--- src/hdl/mpd_pkg.sv ---
// ----------------------------------------------------------------------------
// mpd_pkg: shared constants and types of the masked pattern dedup unit
// Widths, register indexes and the front-to-back work descriptor.
// ----------------------------------------------------------------------------
`default_nettype none
package mpd_pkg;
   localparam int TableDepth      = 1024;
   localparam int MaxPatternBytes = 16;
   localparam int EntryWidth      = $clog2(TableDepth);
   localparam int CountWidth      = $clog2(TableDepth + 1);
   localparam int PosWidth        = $clog2(MaxPatternBytes);
   localparam int LenWidth        = 5;
   localparam int RowWidth        = 8 * MaxPatternBytes;
   localparam int IndexWidth      = 10;
   localparam int QueueDepth      = 2;

   localparam logic [1:0] RegMaskMatch = 2'd0;
   localparam logic [1:0] RegNormalize = 2'd1;
   localparam logic [1:0] RegLength    = 2'd2;

   typedef struct packed {
      logic [RowWidth-1:0] bytes;
      logic [RowWidth-1:0] masks;
      logic [RowWidth-1:0] len_mask;
      logic                mask_match;
   } job_type;
endpackage
`default_nettype wire

--- src/hdl/mpd_queue.sv ---
// ----------------------------------------------------------------------------
// mpd_queue: job queue
// Short FIFO of completed patterns between assembly and search.
// ----------------------------------------------------------------------------
`default_nettype none
module mpd_queue (
   input  wire logic             clock,
   input  wire logic             reset,
   input  wire logic             push,
   input  wire mpd_pkg::job_type push_job,
   output logic                  full,
   input  wire logic             pop,
   output mpd_pkg::job_type      head,
   output logic                  empty
);
   localparam int AW = $clog2(mpd_pkg::QueueDepth);
   mpd_pkg::job_type slots_ff [mpd_pkg::QueueDepth];
   logic [AW-1:0] wp_ff, rp_ff;
   logic [AW:0]   cnt_ff;

   assign full  = cnt_ff == (AW+1)'(mpd_pkg::QueueDepth);
   assign empty = cnt_ff == '0;
   assign head  = slots_ff[rp_ff];

   always_ff @(posedge clock) begin
      if (reset) begin
         wp_ff <= '0; rp_ff <= '0; cnt_ff <= '0;
      end else begin
         if (push) wp_ff <= wp_ff + 1'b1;
         if (pop)  rp_ff <= rp_ff + 1'b1;
         cnt_ff <= cnt_ff + (AW+1)'(push) - (AW+1)'(pop);
      end
      if (push) slots_ff[wp_ff] <= push_job;
   end

   a_no_overflow: assert property (@(posedge clock) disable iff (reset)
      full |-> !push) else $error("job queue overflow");
   a_no_underflow: assert property (@(posedge clock) disable iff (reset)
      empty |-> !pop) else $error("job queue underflow");
   a_count: assert property (@(posedge clock) disable iff (reset)
      cnt_ff <= (AW+1)'(mpd_pkg::QueueDepth)) else $error("count range");
endmodule
`default_nettype wire

--- config.mk ---
export PLATFORM = sky130hd
export DESIGN_NAME = mpd_queue
export DESIGN_NICKNAME = d
export VERILOG_FILES = /design/src/hdl/mpd_pkg.sv /design/src/hdl/mpd_queue.sv
export SDC_FILE = /design/constraint.sdc
export NUM_CORES = 1
export LEC_CHECK = 0
export ABC_AREA = 1
export ABC_CLOCK_PERIOD_IN_PS = 37300
export BUFFER_PORTS_ARGS = -buffer_cell sky130_fd_sc_hd__buf_2
export CAP_MARGIN = 20
export CORE_AREA = 10 10 296 298
export DETAILED_ROUTE_END_ITERATION = 10
export DIE_AREA = 0 0 306 308
export GPL_TIMING_DRIVEN = 0
export PLACE_DENSITY_LB_ADDON = 0.3
export SLEW_MARGIN = 10
export SYNTH_ARGS = -nofsm -noshare
export SYNTH_HDL_FRONTEND = slang
export SYNTH_SLANG_ARGS = --single-unit
--- constraint.sdc ---
create_clock -name clock -period 37.3 [get_ports clock]
set_input_delay 7.46 -clock clock [delete_from_list [all_inputs] [get_ports clock]]
set_output_delay 7.46 -clock clock [all_outputs]
set_load 0.01 [all_outputs]
# Word-level counts from Yosys, hierarchy flattened
# Memories as Yosys holds them, arrays and structs flattened. A register that Yosys moved wholly into a read port is not among the register bits.
# Index checks and enable logic that the tools add are counted.
# word_totals
register_bits	4
mem_bits_rw	770
inputBits	389
wordCells	14
n_memories	1
# classes
add_sub_neg	4
eq_ne	1
muxes	4
reduce_logical	1
# mem_list
memory	depth	word_bits	read_ports	rd_ports_with_merged_regs	wr	line_no	text
slots_ff	2	385	1	1	1	mpd_queue.sv:17	mpd_pkg::job_type slots_ff [mpd_pkg::QueueDepth];
# ops
cell	n
2-to-1 mux 1 bit	4
adder 1 bit, second input constant	2
adder 2 x 1 -> 2 bit	1
== test 2 bit, second input constant	1
zero test 2 bit	1
subtractor 2 x 1 -> 2 bit	1

# Longest topological paths before layout
# depth
ltp_word	3
ltp_mapped	9
depth_no_buf	9

# Worst setup path after synthesis
# OpenSTA, ideal clock, no wires.
# synth_path
path_type	input to register
from	in push
to	mem slots_ff[0][0] (netlist bit) (enable)
setup_ns	1.152
arrival_time_ns	23.575
setup_slack_ns	12.573
stages	2
cell_sequence	inv_1 nor2_1
# synth_between
elab_chain_cells	2
# synth_rtl
element	line_no	text
start: declaration	mpd_queue.sv:9	input wire logic push,
2-to-1 mux 1 bit	mpd_queue.sv:33	if (push) slots_ff[wp_ff] <= push_job;
2-to-1 mux 1 bit (implied by the code)	mpd_queue.sv:33	
end: declaration	mpd_queue.sv:17	
# No other way between the ends.

==> Flow_metrics.wiki <==
{| class="wikitable"
! Metric !! Value
|-
| Minimum setup slack among reg-to-reg paths || 34.78 ns
|-
| Internal power contribution || 0.001560 W
|-
| Estimated wirelength of the detail-placed design || 57.04 mm
|-
| Endpoint required time on the critical path || 29.84 ns
|-
| Initial core utilization || 0.3464
|-
| Class of the worst hold path || flop to flop
|-
| Net Count, Synth || 1620
|-
| Count of cells along the worst register-to-register path || 4
|-
| Number of nets in the final layout || 2498
|-
| Most frequent cell after synthesis || sky130_fd_sc_hd__edfxtp_1
|-
| Largest area contributor in the synthesized netlist || sky130_fd_sc_hd__edfxtp_1
|-
| FFs w/ async S/R, synth || 0
|-
| Final Max Slew Viols || 0
|-
| Setup fix buffers added after clock tree synthesis || 0
|-
| Sw frac || 0.2278
|-
| Count of TritonRoute iterations in the first routing pass || 4
|-
| Total power density per cell area || 55.33 nW/um2
|-
| Net switching power of the design || 0.0004604 W
|-
| Number of warnings printed during yosys synthesis || 0
|-
| Tightest hold margin || 0.4914 ns
|-
| Final standard cell count with taps included and fillers excluded || 3256
|-
| Number of global-route vias before repair || 15990
|-
| Die Footprint || 94250 um2
|-
| Startpoint type of the worst setup path || flop
|-
| Via-to-Cell Ratio || 4.539
|-
| Final estimated routing congestion in global placement || 0.7869
|-
| MaxCap Viol Count || 0
|-
| Layout area overhead || 29.24%
|-
| Top fanout value on the critical path || 10
|-
| Number of placed I/O pins || 776
|-
| Worst vdd rail ir drop || 0.04060 mV
|-
| Number of hold-slack violations in the final timing report || 0
|-
| Wire length reported by the detailed router || 75.48 mm
|-
| CTS sink count || 775
|-
| Mean instance size in the synthesized netlist || 22.99 um2
|-
| Fraction of the yosys area taken by sequential cells || 0.8217
|-
| Unrepaired setup endpoints after global routing || false
|-
| Area used by multi-input combinational logic || 4549 um2
|-
| Inserted Clock Buffers || 83
|-
| Number of flops mapped to enable cells by yosys || 770
|-
| Post-route DRC || 0
|-
| CTS tree || done
|-
| Maximum root-to-sink buffer count || 3
|-
| CP Capture Type || primary output
|-
| Reg-to-reg critical path endpoint || slots_ff[1][185]
|-
| Per-cell routed wire length || 23.18 um
|-
| Width of the die || 306 um
|-
| Post-synth design cell area || 28260 um2
|-
| Via Count || 14780
|-
| Worst-skew pair later-pin latency || 0.63 ns
|-
| Proportion of power drawn by combinational gates || 0.111
|-
| Hold Path Depth || 2
|-
| Count of unique library cells instantiated by Yosys || 15
|-
| Maximum clock rate || 0.1045 GHz
|-
| GRT Util Overall || 0.1518
|-
| Clock network power share || 0.384
|-
| Outcome || complete, no violations
|-
| Die Y || 308 um
|-
| Number of hold buffers added after cts || 0
|-
| Cell chosen for the clock root || sky130_fd_sc_hd__clkbuf_16
|-
| Worst path arrival time || 2.11 ns
|-
| Area contributors post-synth || sky130_fd_sc_hd__edfxtp_1 (82%), sky130_fd_sc_hd__mux2_2 (14%), sky130_fd_sc_hd__buf_6 (1.6%)
|-
| Pin count of the biggest net entering global routing || 117
|-
| Remaining number of nets flagged by the antenna check after routing || 0
|-
| Fillers || 7087
|-
| Period Utilization, post-route || 0.2567
|-
| Clock transition at the registers of the reported paths || 0.06 ns
|-
| Count of input and output buffers || 775
|-
| Post-synthesis instance total || 1229
|-
| Global-route wire length before repair || 105.6 mm
|-
| Total instance count after detailed placement || 3092
|-
| Part of the power in registers || 0.505
|-
| Reg2Reg Launch Point || wp_ff
|-
| Register bit count reported by yosys || 775
|-
| Shortest clock period the worst path allows after layout || 9.574 ns
|-
| Final total negative setup slack || 0 ns
|-
| Area inside the core boundary || 81580 um2
|-
| Number of antenna violations at the first check in global routing || 28
|-
| Category of the critical setup timing path || flop to primary output
|-
| Startpoint of the most critical hold path || rp_ff
|-
| Core Rows || 105
|-
| Seq. cell area || 23220 um2
|-
| Slew at the pin closest to its max-slew limit || 0.7031 ns
|-
| Slew headroom || 0.5312
|-
| Gates resized, CTS repair || 0
|-
| Ratio of cells with drive above 1 in the final layout || 0.6108
|-
| Overflow left after global routing || 0
|-
| Post-synth top cells || sky130_fd_sc_hd__edfxtp_1 (770), sky130_fd_sc_hd__mux2_2 (353), sky130_fd_sc_hd__buf_6 (40), sky130_fd_sc_hd__mux2_4 (30)
|-
| CTS HTree Levels || 3
|-
| Count of routing violations after the opening detailed-route iteration || 857
|-
| Setup skew after layout || 0.03446 ns
|-
| Finish-stage setup viols || 0
|-
| Total leakage power || 13.64 nW
|-
| Top_reg_cell synth || sky130_fd_sc_hd__edfxtp_1
|-
| Top cell type's share of synthesized area || 0.8182
|}
power groups by stage:
stage                     clock (W)  sequential [W]  combinational (W)
after global routing       0.000835         0.00102           0.000242
final                      0.000776         0.00102           0.000225
after floorplan                   0         0.00106           0.000117
after global placement            0         0.00107           0.000219
after detailed placement          0         0.00104           0.000230
after CTS                  0.000800         0.00102           0.000231
sequential cells by signal, summed over array words and instances, names as in the netlist, named ones only:
signal    count
cnt_ff        2
rp_ff         1
slots_ff    770
wp_ff         1
worst max-delay path, cell delays in order (launching register included):
cell,delay [ns]
sky130_fd_sc_hd__dfxtp_1,0.32
sky130_fd_sc_hd__buf_6,0.15
sky130_fd_sc_hd__buf_6,0.23
sky130_fd_sc_hd__buf_6,0.21
sky130_fd_sc_hd__mux2_2,0.40
sky130_fd_sc_hd__buf_2,0.16
worst max-delay path by stage:
| stage | startpoint | endpoint | slack, ns | cells past startpoint |
|---|---|---|---|---|
| after floorplan | push | slots_ff[0][0] | 12.57 | 2 |
| after global placement | push | slots_ff[0][155] | 3.26 | 3 |
| after detailed placement | push | slots_ff[1][155] | 27.58 | 5 |
| after CTS | flop | head[186] | 27.59 | 5 |
| after global routing | flop | head[186] | 27.59 | 5 |
| final | flop | head[138] | 27.73 | 5 |
kinds of logic (layout without fill, tap and decap cells):
family,count (synthesis),count (layout),synth area share
fa+ha+maj,2,2,0.0008854
compound gates,1,1,0.0001769
flops,775,775,0.8217
mux,385,385,0.1574
other cells,0,15,0
simple gates,14,14,0.001948
xor+xnor,1,1,0.0003100
buf+inv,51,993,0.01753
stage by stage:
stage                     total power (W)  area, um2  utilization  worst slack, ns
after floorplan                  0.001175      28260            -            12.57
after global placement           0.001292      33480       0.4103            3.257
after detailed placement         0.001268      33900       0.4155            27.58
after CTS                        0.002051      36490       0.4472            27.59
after global routing             0.002100      36520       0.4476            27.59
final                            0.002021      36520       0.4477            27.73
metal layers:
metal,global-route usage,share of wire
met3,0.05790,0.089
met2,0.2797,0.54
met1,0.1511,0.34
met4,0.06317,0.031
met5,0,0.0015
cells in the final DEF (no fill, tap or decap), drive strengths merged:
cell	count
xnor2	1
a21oi	1
nor3	1
mux2	385
nand2	4
dfxtp	5
bufinv	3
buf	836
nor2	8
diode	15
clkinv	26
ha	2
clkbuf	113
nand3	1
clkinvlp	1
edfxtp	770
inv	14
cell type report:
cell class / instances / area share
multi-input combinational: 403 / 0.1246
timing repair buffer: 793 / 0.1173
clock inverter: 36 / 0.009181
tap: 1070 / 0.03666
inverter: 8 / 0.001028
antenna: 15 / 0.001028
sequential: 775 / 0.6358
buffer: 43 / 0.01274
clock buffer: 113 / 0.06170
No activity file was read; power rests on OpenSTA's default activity.
